## src/sv/kpc_pkg.sv

```systemverilog
`timescale 1ns / 1ps
// ----------------------------------------------------------------------------
// kpc_pkg
// Types and constants shared by the key press classifier modules.
// ----------------------------------------------------------------------------
package kpc_pkg;

	localparam int unsigned KeyW      = 5;
	localparam int unsigned TimeW     = 12;
	localparam int unsigned AttrRegW  = 50;
	localparam int unsigned CfgIdxW   = 3;
	localparam int unsigned CfgDataW  = AttrRegW;
	localparam int unsigned AttrExtW  = 2 * (1 << KeyW);

	localparam logic [TimeW-1:0] HoldMax = {TimeW{1'b1}};

	localparam logic [TimeW-1:0]    ShortTimeRst   = 12'd5;
	localparam logic [TimeW-1:0]    RepFirstRst    = 12'd50;
	localparam logic [TimeW-1:0]    RepNextRst     = 12'd10;
	localparam logic [TimeW-1:0]    Long1TimeRst   = 12'd200;
	localparam logic [TimeW-1:0]    Long2TimeRst   = 12'd400;
	localparam logic [AttrRegW-1:0] KeyAttrRst     = '0;

	typedef enum logic [CfgIdxW-1:0] {
		REG_SHORT_TIME     = 3'd0,
		REG_REPEAT_FIRST   = 3'd1,
		REG_REPEAT_NEXT    = 3'd2,
		REG_LONG1_TIME     = 3'd3,
		REG_LONG2_TIME     = 3'd4,
		REG_KEY_ATTRIBUTES = 3'd5
	} kpc_reg_e;

	typedef enum logic [1:0] {
		ATTR_SHORT  = 2'd0,
		ATTR_REPEAT = 2'd1,
		ATTR_LONG1  = 2'd2,
		ATTR_LONG2  = 2'd3
	} kpc_attr_e;

	typedef enum logic [1:0] {
		PHASE_FIRST  = 2'd0,
		PHASE_SECOND = 2'd1,
		PHASE_NEXT   = 2'd2,
		PHASE_IDLE   = 2'd3
	} kpc_phase_e;

	typedef struct packed {
		logic            key_present;
		logic [KeyW-1:0] scan_key;
	} kpc_in_t;

	typedef struct packed {
		logic            event_valid;
		logic [KeyW-1:0] event_key;
		logic            long_flag;
	} kpc_out_t;

	typedef struct packed {
		logic [TimeW-1:0]    short_time;
		logic [TimeW-1:0]    repeat_first_time;
		logic [TimeW-1:0]    repeat_next_time;
		logic [TimeW-1:0]    long1_time;
		logic [TimeW-1:0]    long2_time;
		logic [AttrRegW-1:0] key_attributes;
	} kpc_cfg_t;

	typedef struct packed {
		logic             last_valid;
		logic [KeyW-1:0]  last_key;
		logic [TimeW-1:0] hold_ticks;
		kpc_phase_e       repeat_phase;
		logic             locked;
	} kpc_state_t;

endpackage

```

## src/sv/kpc_classify.sv

```systemverilog
`timescale 1ns / 1ps
// ----------------------------------------------------------------------------
// kpc_classify
// Per-tick press classification: next tracking state and the event result.
// ----------------------------------------------------------------------------
module kpc_classify #(
	parameter int unsigned NUM_KEYS = 25
) (
	input  kpc_pkg::kpc_in_t    item,
	input  kpc_pkg::kpc_state_t cur,
	input  kpc_pkg::kpc_cfg_t   cfg,
	output kpc_pkg::kpc_state_t nxt,
	output kpc_pkg::kpc_out_t   result
);

	localparam int unsigned KeyCntW = kpc_pkg::KeyW + 1;

	logic [kpc_pkg::AttrExtW-1:0] attr_ext;
	logic [kpc_pkg::KeyW:0]       attr_pos;
	kpc_pkg::kpc_attr_e           attr;
	logic [kpc_pkg::TimeW-1:0]    rep_lim;
	logic [kpc_pkg::TimeW-1:0]    long_lim;
	logic [kpc_pkg::TimeW-1:0]    hold_mid;
	logic                         fire;
	logic                         is_long;

	// attribute of the held key; keys past the configured count act as short
	assign attr_ext = {{(kpc_pkg::AttrExtW - kpc_pkg::AttrRegW){1'b0}}, cfg.key_attributes};
	assign attr_pos = {cur.last_key, 1'b0};

	always_comb begin
		if ({1'b0, cur.last_key} < KeyCntW'(NUM_KEYS)) begin
			attr = kpc_pkg::kpc_attr_e'(attr_ext[attr_pos +: 2]);
		end else begin
			attr = kpc_pkg::ATTR_SHORT;
		end
	end

	always_comb begin
		unique case (cur.repeat_phase)
			kpc_pkg::PHASE_FIRST:  rep_lim = cfg.short_time;
			kpc_pkg::PHASE_SECOND: rep_lim = cfg.repeat_first_time;
			default:               rep_lim = cfg.repeat_next_time;
		endcase
	end

	assign long_lim = (attr == kpc_pkg::ATTR_LONG1) ? cfg.long1_time : cfg.long2_time;

	always_comb begin
		nxt      = cur;
		hold_mid = cur.hold_ticks;
		fire     = 1'b0;
		is_long  = 1'b0;
		if (item.key_present) begin
			if (!cur.last_valid || cur.last_key != item.scan_key) begin
				// new key: restart timing
				hold_mid         = '0;
				nxt.repeat_phase = kpc_pkg::PHASE_FIRST;
				nxt.locked       = 1'b0;
				nxt.last_key     = item.scan_key;
				nxt.last_valid   = 1'b1;
			end else if (!cur.locked) begin
				unique case (attr)
					kpc_pkg::ATTR_SHORT: begin
						if (cur.hold_ticks > cfg.short_time) begin
							fire       = 1'b1;
							nxt.locked = 1'b1;
						end
					end
					kpc_pkg::ATTR_REPEAT: begin
						if (cur.repeat_phase != kpc_pkg::PHASE_IDLE &&
						    cur.hold_ticks > rep_lim) begin
							fire     = 1'b1;
							hold_mid = '0;
							if (cur.repeat_phase == kpc_pkg::PHASE_FIRST) begin
								nxt.repeat_phase = kpc_pkg::PHASE_SECOND;
							end else begin
								nxt.repeat_phase = kpc_pkg::PHASE_NEXT;
							end
						end
					end
					default: begin
						if (cur.hold_ticks > long_lim) begin
							fire       = 1'b1;
							is_long    = 1'b1;
							nxt.locked = 1'b1;
						end
					end
				endcase
			end
			// count the held tick, saturating
			nxt.hold_ticks = (hold_mid != kpc_pkg::HoldMax) ? hold_mid + 1'b1 : hold_mid;
		end else begin
			// release: an early long key still reports a plain press
			if (cur.last_valid && !cur.locked &&
			    (attr == kpc_pkg::ATTR_LONG1 || attr == kpc_pkg::ATTR_LONG2) &&
			    cur.hold_ticks >= cfg.short_time) begin
				fire = 1'b1;
			end
			nxt.hold_ticks   = '0;
			nxt.repeat_phase = kpc_pkg::PHASE_FIRST;
			nxt.locked       = 1'b0;
			nxt.last_valid   = 1'b0;
			nxt.last_key     = '0;
		end
	end

	assign result.event_valid = fire;
	assign result.event_key   = fire ? cur.last_key : '0;
	assign result.long_flag   = is_long;

endmodule

```

## src/sv/key_press_classifier_unit.sv

```systemverilog
`timescale 1ns / 1ps
// ----------------------------------------------------------------------------
// key_press_classifier_unit
// Short / repeat / long key press detector driven by one scan tick per beat.
// ----------------------------------------------------------------------------
// Usage:
//   in_valid/in_stall/in_data carry one scan tick per beat: whether a key is
//   pressed and its index. out_valid/out_stall/out_data return exactly one
//   result beat per input beat, in order: event_valid, event_key, long_flag.
//   Each accepted input beat reaches the output register through the input
//   register, then classify into the result register.
//   Throughput is one beat per cycle while the receiver does not stall; the
//   tracking state updates as each tick moves into the result register.
//   When the receiver stalls, the result register holds, the input register
//   holds one more beat, and in_stall rises once both are full.
//   cfg_we/cfg_index/cfg_data write the timing registers and the per-key
//   attribute word, and must be used only while no beat is in flight.
//   Reset empties both pipeline registers, the tracking state (no key held)
//   and loads the register defaults; the block accepts beats right after.
// ----------------------------------------------------------------------------
module key_press_classifier_unit #(
	parameter int unsigned NUM_KEYS = 25
) (
	input  logic                          clk,
	input  logic                          arst_n,
	input  logic                          in_valid,
	output logic                          in_stall,
	input  kpc_pkg::kpc_in_t              in_data,
	output logic                          out_valid,
	input  logic                          out_stall,
	output kpc_pkg::kpc_out_t             out_data,
	input  logic                          cfg_we,
	input  logic [kpc_pkg::CfgIdxW-1:0]   cfg_index,
	input  logic [kpc_pkg::CfgDataW-1:0]  cfg_data
);

	kpc_pkg::kpc_cfg_t   cfg_q;
	kpc_pkg::kpc_state_t state_q;
	kpc_pkg::kpc_state_t state_nxt;
	kpc_pkg::kpc_out_t   result;

	logic                valid_s1;
	kpc_pkg::kpc_in_t    data_s1;
	logic                valid_s2;
	kpc_pkg::kpc_out_t   data_s2;
	logic                adv_s2;
	logic                adv_s1;

	// register file
	always_ff @(posedge clk or negedge arst_n) begin
		if (!arst_n) begin
			cfg_q.short_time        <= kpc_pkg::ShortTimeRst;
			cfg_q.repeat_first_time <= kpc_pkg::RepFirstRst;
			cfg_q.repeat_next_time  <= kpc_pkg::RepNextRst;
			cfg_q.long1_time        <= kpc_pkg::Long1TimeRst;
			cfg_q.long2_time        <= kpc_pkg::Long2TimeRst;
			cfg_q.key_attributes    <= kpc_pkg::KeyAttrRst;
		end else if (cfg_we) begin
			unique case (cfg_index)
				kpc_pkg::REG_SHORT_TIME:
					cfg_q.short_time <= cfg_data[kpc_pkg::TimeW-1:0];
				kpc_pkg::REG_REPEAT_FIRST:
					cfg_q.repeat_first_time <= cfg_data[kpc_pkg::TimeW-1:0];
				kpc_pkg::REG_REPEAT_NEXT:
					cfg_q.repeat_next_time <= cfg_data[kpc_pkg::TimeW-1:0];
				kpc_pkg::REG_LONG1_TIME:
					cfg_q.long1_time <= cfg_data[kpc_pkg::TimeW-1:0];
				kpc_pkg::REG_LONG2_TIME:
					cfg_q.long2_time <= cfg_data[kpc_pkg::TimeW-1:0];
				kpc_pkg::REG_KEY_ATTRIBUTES:
					cfg_q.key_attributes <= cfg_data[kpc_pkg::AttrRegW-1:0];
				default: begin
				end
			endcase
		end
	end

	// pipeline flow control
	assign adv_s2   = !valid_s2 || !out_stall;
	assign adv_s1   = valid_s1 && adv_s2;
	assign in_stall = valid_s1 && !adv_s2;

	always_ff @(posedge clk or negedge arst_n) begin
		if (!arst_n) begin
			valid_s1 <= 1'b0;
		end else if (!in_stall) begin
			valid_s1 <= in_valid;
		end
	end

	always_ff @(posedge clk) begin
		if (in_valid && !in_stall) begin
			data_s1 <= in_data;
		end
	end

	kpc_classify #(
		.NUM_KEYS (NUM_KEYS)
	) u_classify (
		.item   (data_s1),
		.cur    (state_q),
		.cfg    (cfg_q),
		.nxt    (state_nxt),
		.result (result)
	);

	// tracking state moves only when the beat leaves the input register
	always_ff @(posedge clk or negedge arst_n) begin
		if (!arst_n) begin
			state_q.last_valid   <= 1'b0;
			state_q.last_key     <= '0;
			state_q.hold_ticks   <= '0;
			state_q.repeat_phase <= kpc_pkg::PHASE_FIRST;
			state_q.locked       <= 1'b0;
		end else if (adv_s1) begin
			state_q <= state_nxt;
		end
	end

	always_ff @(posedge clk or negedge arst_n) begin
		if (!arst_n) begin
			valid_s2 <= 1'b0;
		end else if (adv_s2) begin
			valid_s2 <= valid_s1;
		end
	end

	always_ff @(posedge clk) begin
		if (adv_s1) begin
			data_s2 <= result;
		end
	end

	assign out_valid = valid_s2;
	assign out_data  = data_s2;

endmodule
```

## config.mk

```make
export PLATFORM = sky130hd
export DESIGN_NAME = key_press_classifier_unit
export DESIGN_NICKNAME = d
export VERILOG_FILES = /design/src/sv/kpc_pkg.sv /design/src/sv/kpc_classify.sv /design/src/sv/key_press_classifier_unit.sv
export SDC_FILE = /design/constraint.sdc
export NUM_CORES = 1
export LEC_CHECK = 0
export BUFFER_PORTS_ARGS = -buffer_cell sky130_fd_sc_hd__buf_2
export CAP_MARGIN = 20
export CORE_MARGIN = 8
export CORE_UTILIZATION = 45
export CTS_CLUSTER_DIAMETER = 80
export CTS_CLUSTER_SIZE = 40
export DETAILED_ROUTE_END_ITERATION = 12
export GPL_TIMING_DRIVEN = 0
export PLACE_DENSITY = 0.6
export SYNTH_ARGS = -nofsm -noshare
export SYNTH_HDL_FRONTEND = slang
export SYNTH_HIERARCHICAL = 1
export SYNTH_SLANG_ARGS = --single-unit
export TNS_END_PERCENT = 20
```

## constraint.sdc

```tcl
create_clock -name clk -period 6.4 [get_ports clk]
set_input_delay 0.64 -clock clk [delete_from_list [all_inputs] [get_ports clk]]
set_output_delay 0.64 -clock clk [all_outputs]
set_load 0.005 [all_outputs]
```

==> results of run 1 <==
sequential cells by signal, indices dropped and copies added (netlist names):
name       count
cfg_q        110
state_q       21
out_data       7
data_s1        6
out_valid      1
valid_s1       1
stage by stage:
stage	setup slack (ps)	utilization, %	instance area [µm²]	instances
global placement	731.7	49.62	8583	918
floorplan	1710	-	7941	621
global route	210.4	53.35	9228	951
finish	707.1	53.35	9228	951
detailed placement	655.5	49.82	8617	919
CTS	653.5	53.35	9228	951
cells by family after synthesis:
| family | share of synthesized area, % |
|---|---|
| flops | 47.03 |
| buf+inv | 3.734 |
| mux | 26.60 |
| simple gates | 9.327 |
| fa+ha+maj | 5.829 |
| compound gates | 6.050 |
| xor+xnor | 1.434 |
worst reg2reg max path, stage by stage (launching register included):
cell,delay (ps)
dfrtp_1,340
clkbuf_1,380
buf_1,640
mux2i_1,280
nor2_1,60
a21oi_1,190
ha_1,280
a21oi_1,170
o21ai_0,120
a2111oi_0,420
a21oi_1,190
and4_1,240
buf_4,160
nand2b_2,190
nor2_1,100
ha_1,240
nand4_1,140
nor2_1,190
and3_1,220
nand3_1,100
clkbuf_1,260
o311ai_1,300
o41ai_1,110
mux2_2,270
cells in the final DEF (no fill, tap or decap), types with 18 or more instances in the layout:
cell type / synthesis / final
dfrtp_1: 120 / 120
nand3_1: 20 / 20
mux2_4: 34 / 34
a21oi_1: 30 / 30
clkbuf_16: 0 / 18
ha_1: 37 / 37
nor2_1: 32 / 32
mux2_2: 97 / 97
buf_2: 7 / 78
mux2i_1: 34 / 34
routing by layer:
metal / share of wire [%] / GRT usage, % / wire (µm)
met1: 46 / 23.43 / 8628
met5: 0 / 0 / 0
met4: 1.4 / 5.048 / 262
met3: 4.3 / 4.672 / 812
met2: 48 / 28.61 / 8970
final cells by class:
type	count	area [µm²]	share of cell area, %
buffer	33	232.7	2.522
clock buffer	21	471.7	5.112
clock inverter	11	138.9	1.505
inverter	17	63.81	0.6915
multi-input combinational	425	3910	42.37
sequential	146	3735	40.47
tap	225	281.5	3.051
timing repair buffer	73	394.1	4.271
worst max-delay path by stage:
stage	end	start	slack, ps
final	state_q[4]	state_q[1]	710
after global routing	state_q[4]	state_q[1]	210
after CTS	state_q[4]	state_q[1]	650
after detailed placement	state_q[4]	state_q[1]	660
after global placement	state_q[4]	state_q[1]	730
after floorplan	state_q[4]	state_q[1]	1710
where the power goes:
part	switching [W]	internal, W
combinational	0.000288	0.000331
sequential	0.0000954	0.00112
clock	0.000413	0.000619
==> impl_results.md, run 1 <==
* Status: finished, final reports clean
* Buf+Inv Stages, Crit Path at 4
* Sequential-to-total area share from yosys stat at a little under half
* Hold Path Class: primary input to async pin
* Leakage power at 4.135 nW
* # IOs at between 70 and 80
* CTS clock-pin slew for the worst setup and hold paths at around 70 ps
* R2r startpoint: state_q[1]
* Syn avg cell area at between 10 and 15 µm²
* Gpl congestion at around 0.84
* CTS tree: yes
* Max-slew headroom at between 40% and 50%
* Initial drt markers at around 330
* Synth Register Bits at 146
* Inserted Clock Buffers at 17
* Buffers on Ports at 72
* Final WL at between 15000 and 20000 µm
* Synth top area share at around 38%
* Synth Warn # at 6
* Chip height at around 150 µm
* Yosys top cell by area: dfrtp_1
* Worst Path Arrival at approximately 6000 ps
* CP startpoint kind: flip-flop
* Final Cycle Share at roughly nine tenths
* Clock root buffer: clkbuf_16
* Critical path class: flip-flop to flip-flop
* Vias per inst at 5.612
* Crit path max fanout at 10
* Via Count at between 5000 and 6000
* Syn Inst Count at about 620
* Clk sink count at around 150
* Actual slew at the worst max-slew pin at a little under 800 ps
* Total power draw at 0.002862 W
* Clk buf depth at 2
* Die X at around 150 µm
* Minimum clock period at between 5000 and 6000 ps
* Initial antenna violation count at 0
* H-tree Lvls at 4
* Number of global-route vias before repair at approximately 5700
* Setup Buffers After CTS at 0
* Largest net degree at the start of global routing at 76
* R2r setup slk at 710 ps
* Most used DFF post-synth: dfrtp_1
* # Max-Cap Violations at 0
* Initial Util at about 46%
* PD cells at around 310 nW/µm²
* Worst Skew at approximately 10 ps
* First-pass GRT wire length at approximately 30000 µm
* Tot GR Track Use at between 10% and 20%
* Layout fillers at between 1500 and 2000
* Core area at 17300 µm²
* Register-to-Register Path Depth at 23
* Fin nets at between 800 and 900
* Peak VDD IR at about 0.24 mV
* Setup TNS at 0 ps
* Synthesis-to-finish area growth at 16.20%
* Number of cells on the critical path at 23
* Synth top area cells: dfrtp_1 38%, mux2_2 14%, mux2_4 6.4%
* DIE AREA at between 20000 and 25000 µm²
* Row count at 48
* Mapped Nets at 722
* Post-synthesis cell area at 7941 µm²
* Share of cells above drive strength 1 at 39.26%
* Worst hold margin at between 150 and 200 ps
* Slew Viols, Final at 0
* CTS Hold Bufs at 0
* RSZ-0062 raised after global routing: no
* Worst Setup End Kind: flip-flop
* Drt pass-1 iters at 5
* Most frequent cell after synthesis: dfrtp_1
* Hold Violations, Final at 0
* Post-synth cell types at a little over 60
* Routed len/inst at ~20 µm
* RR Endpoint: state_q[4]
* Clk_lat worst skew at about 420 ps
* Global route total overflow at 0
* Asr flop ratio synth at around nine tenths
* Slowest cell on crit path: buf_1
* Post-CTS sizing at 0
* Commonest cells in the netlist: 120 x dfrtp_1, 97 x mux2_2, 37 x ha_1
* Final setup violation count at 0
* Delay-heaviest family, CP: compound AO/OA/AOI/OAI gates
* Post-route ant nets at 0
* Peak Freq at roughly 180 MHz
* Post-synth EDFFs at 13
* # diodes at 0
* CP peak stage delay at around 640 ps
* Critical Path RT at 6700 ps
* Crit-path cells: clkbuf_1 -> buf_1 -> mux2i_1 -> nor2_1 -> a21oi_1 -> ha_1 -> a21oi_1 -> o21ai_0 -> a2111oi_0 -> a21oi_1 -> and4_1 -> buf_4 -> nand2b_2 -> nor2_1 -> ha_1 -> nand4_1 -> nor2_1 -> and3_1 -> nand3_1 -> clkbuf_1 -> o311ai_1 -> o41ai_1 -> mux2_2
* DRC at 0
* Hpwl dp at about 14000 µm
(Power assumes the default switching activity.)
==> run 2: changes to the inputs <==
--- a/config.mk
+++ b/config.mk
@@ -5,11 +5,11 @@
 export SDC_FILE = /design/constraint.sdc
 export NUM_CORES = 1
 export LEC_CHECK = 0
+export ABC_AREA = 1
 export BUFFER_PORTS_ARGS = -buffer_cell sky130_fd_sc_hd__buf_2
 export CAP_MARGIN = 20
 export CORE_MARGIN = 8
 export CORE_UTILIZATION = 45
-export CTS_CLUSTER_DIAMETER = 80
 export CTS_CLUSTER_SIZE = 40
 export DETAILED_ROUTE_END_ITERATION = 12
 export GPL_TIMING_DRIVEN = 0
==> run 2 against run 1 <==
Compared with the run above:
- sequential power about the same
- largest cell class unchanged
- clock power decreased by 3%
- synthesized cell count up 77%
- area after synthesis increased by 3.9%
- critical path type unchanged
- non-clock buffer count increased by 18
- critical path depth increased by 2
- via count up 35%
- worst hold slack worse by 11 ps
==> impl_results.md, run 2 <==
* Net load switching power at 0.0009626 W (+21%)
* Sequential-to-total area share from yosys stat at 45.27% (-1.8 points)
* Hpwl dp at 16370 µm (+20%)
* Area taken by multi-input logic gates at 3822 µm² (-2.2%)
* Critical path class: flip-flop to flip-flop
* Worst Path Arrival at 4740 ps (-1260 ps)
* Worst Setup End Kind: flip-flop
* Setup TNS at 0 ps (unchanged)
* Minimum clock period at 4394 ps (-1299 ps)
* Synth top area cells: dfrtp_1 36%, nand2_1 23%, nand3_1 6.3%
* Worst Skew at 14.68 ps (+4.467 ps)
* Clock root buffer: clkbuf_16
* Final Cycle Share at 68.66% (-20 points)
* Clock power share at 34.7% (-1.4 points)
* Hold Violations, Final at 0 (unchanged)
* Mapped Nets at 1198 (+66%)
* Final setup violation count at 0 (unchanged)
* Initial antenna violation count at 0 (unchanged)
* Post-synthesis cell area at 8250 µm² (+3.9%)
* Final WL at 22000 µm (+18%)
* Number of global-route vias before repair at 7015 (+24%)
* Row count at 49 (+2.1%)
* Yosys top cell by area: dfrtp_1
* DIE AREA at 22920 µm² (+3.5%)
* Synthesis-to-finish area growth at 15.30%
* Die X at 151.4 µm (+1.7%)
* Critical Path RT at 6750 ps (+50 ps)
* Asr flop ratio synth at 91.10% (unchanged)
* Commonest cells in the netlist: 502 x nand2_1, 120 x dfrtp_1, 104 x nand3_1
* H-tree Lvls at 4 (unchanged)
* First-pass GRT wire length at 36180 µm (+18%)
* Chip height at 151.4 µm (+1.7%)
* # Max-Cap Violations at 0 (unchanged)
* Design area at 9513 µm² (+3.1%)
* Largest net degree at the start of global routing at 76 (unchanged)
* Highest-count cells in the layout ignoring fill and taps: 502 x nand2_1, 120 x dfrtp_1, 104 x nand3_1, 97 x buf_2, 91 x inv_1
* Actual slew at the worst max-slew pin at 593.0 ps (-176.0 ps)
* Cell Area, Placed at 8931 µm² (+3.6%)
* Clk sink count at 146 (unchanged)
* Synth top area share at 36.40% (-1.4 points)
* Peak VDD IR at 0.3109 mV (+32%)
* CTS tree: yes
* Max-slew headroom at 60.47% (+12 points)
* Peak Freq at 227.6 MHz (+30%)
* Layout fillers at 1779 (+16%)
* Fin cells at 1431 (+50%)
* CTS clock-pin slew for the worst setup and hold paths at 70 ps (about the same)
* Syn avg cell area at 7.521 µm² (-41%)
* Setup Buffers After CTS at 0 (unchanged)
* Initial Util at 45.93% (about the same)
* Initial drt markers at 466 (+40%)
* Drt pass-1 iters at 5 (unchanged)
* Syn Inst Count at 1097 (+77%)
* Register share of total power at 41.4% (-0.9 points)
* Total power draw at 0.002868 W (+0.20%)
* Most common cell after layout, fill and taps aside: nand2_1
* Clk_lat worst skew at 420 ps (about the same)
* Routed len/inst at 15.38 µm (-22%)
* CTS Hold Bufs at 0 (unchanged)
* Placed insts at 1399 (+52%)
* Leakage power at 5.245 nW (+27%)
* Post-synth cell types at 42 (-31%)
* DRC at 0 (unchanged)
* Most frequent cell after synthesis: nand2_1
* Slew Viols, Final at 0 (unchanged)
* Internal at 0.001905 W (-7.8%)
* Via Count at 7223 (+35%)
* Status: finished, final reports clean
* Crit path max fanout at 10 (unchanged)
* Share of cells above drive strength 1 at 15.14% (-24 points)
* Post-route ant nets at 0 (unchanged)
* Sw Share at 33.56% (+5.7 points)
* Most used DFF post-synth: dfrtp_1
* Hold Path Class: primary input to async pin
* CP startpoint kind: flip-flop
* Buffers on Ports at 72 (unchanged)
* Fin nets at 1290 (+58%)
* Global route total overflow at 0 (unchanged)
* Post-CTS sizing at 0 (unchanged)
* Post-synth EDFFs at 13 (unchanged)
* Gpl congestion at 0.8353 (-0.18%)
* Sequential Area at 3735 µm² (unchanged)
* Clk buf depth at 2 (unchanged)
* Number of flip-flops in the largest register at 110 (unchanged)
* Core area at 17960 µm² (+3.9%)
* Gate power share at 23.9% (+2.3 points)
* Top reg by flops: cfg_q
* Synth Warn # at 6 (unchanged)
* Final Util at 52.96% (-0.39 points)
* Tot GR Track Use at 20.03% (+2.2 points)
* RSZ-0062 raised after global routing: no
* Inserted Clock Buffers at 17 (unchanged)
* Synth Register Bits at 146 (unchanged)
* Vias per inst at 5.048 (-10%)
* # diodes at 0 (unchanged)
* # IOs at 73 (unchanged)
* PD cells at 301.5 nW/µm² (-2.8%)
[run 2: cell families after synthesis]
logic type	share of synthesized area, %
fa+ha+maj	5.611
xor+xnor	0.3185
compound gates	4.292
simple gates	34.64
buf+inv	8.402
mux	1.471
flops	45.27
[run 2: final timing paths]
kind	from	endpoint	slack, ps	depth (start not counted)
setup / recovery	state_q[2]	state_q[14]	2010	25
min in group clk	in_data[0]	data_s1[0]	390	1
hold / removal	arst_n	cfg_q[43]	170	1
max in group asynchronous	arst_n	cfg_q[87]	5440	2
hold reg to reg	cfg_q[77]	cfg_q[77]	470	2
setup reg to reg	state_q[2]	state_q[14]	2010	25
[run 2: final cells by class]
type                    instances  share of cell area [%]
multi-input cells             800                   40.18
flip-flops and latches        146                   39.26
clock buffers                  18                   4.617
repair buffers                 73                   4.143
inverters                     100                   4.025
plain buffers                  51                   3.262
well taps                     229                   3.012
clock inverters                14                   1.499
[run 2: critical path, cell delays in order (launching register included)]
cell and delay [ps]:
dfrtp_1 410, nor2_1 280, clkbuf_1 400, nand2_1 90
o221ai_1 100, ha_1 300, a21oi_1 160, nand2_1 80
o21a_1 170, nor2_1 110, nor2_1 90, nand4_2 150
buf_6 160, buf_6 150, inv_2 60, nor3_1 270
ha_1 300, nand4_4 140, nor2_4 230, nand4_2 140
buf_6 170, nand3_1 80, nand2_1 70, inv_1 60
nand2_1 50, nand2_1 90
[run 2: per-stage QoR]
| step | setup WS [ps] | hold slack (ps) |
|---|---|---|
| 2_1_floorplan | 2807 | 344.4 |
| 3_3_place_gp | 2078 | 452.8 |
| 3_5_place_dp | 2083 | 456.5 |
| 4_1_cts | 2034 | 192.0 |
| 5_1_grt | 1593 | 203.8 |
| 6_report | 2006 | 166.3 |
[run 2: routing by layer]
metal / wire length [µm] / GRT usage [%] / vias up
li1: - / - / 3670
met1: 10740 / 28.78 / 3362
met2: 9818 / 31.07 / 183
met3: 1292 / 3.884 / 8
met4: 151 / 3.315 / 0
met5: 0 / 0 / -
[run 2: power groups by stage]
stage                     logic (W)  registers [W]  clock network [W]
final                      0.000685        0.00119           0.000995
after floorplan            0.000472        0.00117                  0
after detailed placement   0.000682        0.00120                  0
after CTS                  0.000686        0.00119            0.00101
after global placement     0.000667        0.00120                  0
after global routing       0.000779        0.00121            0.00105
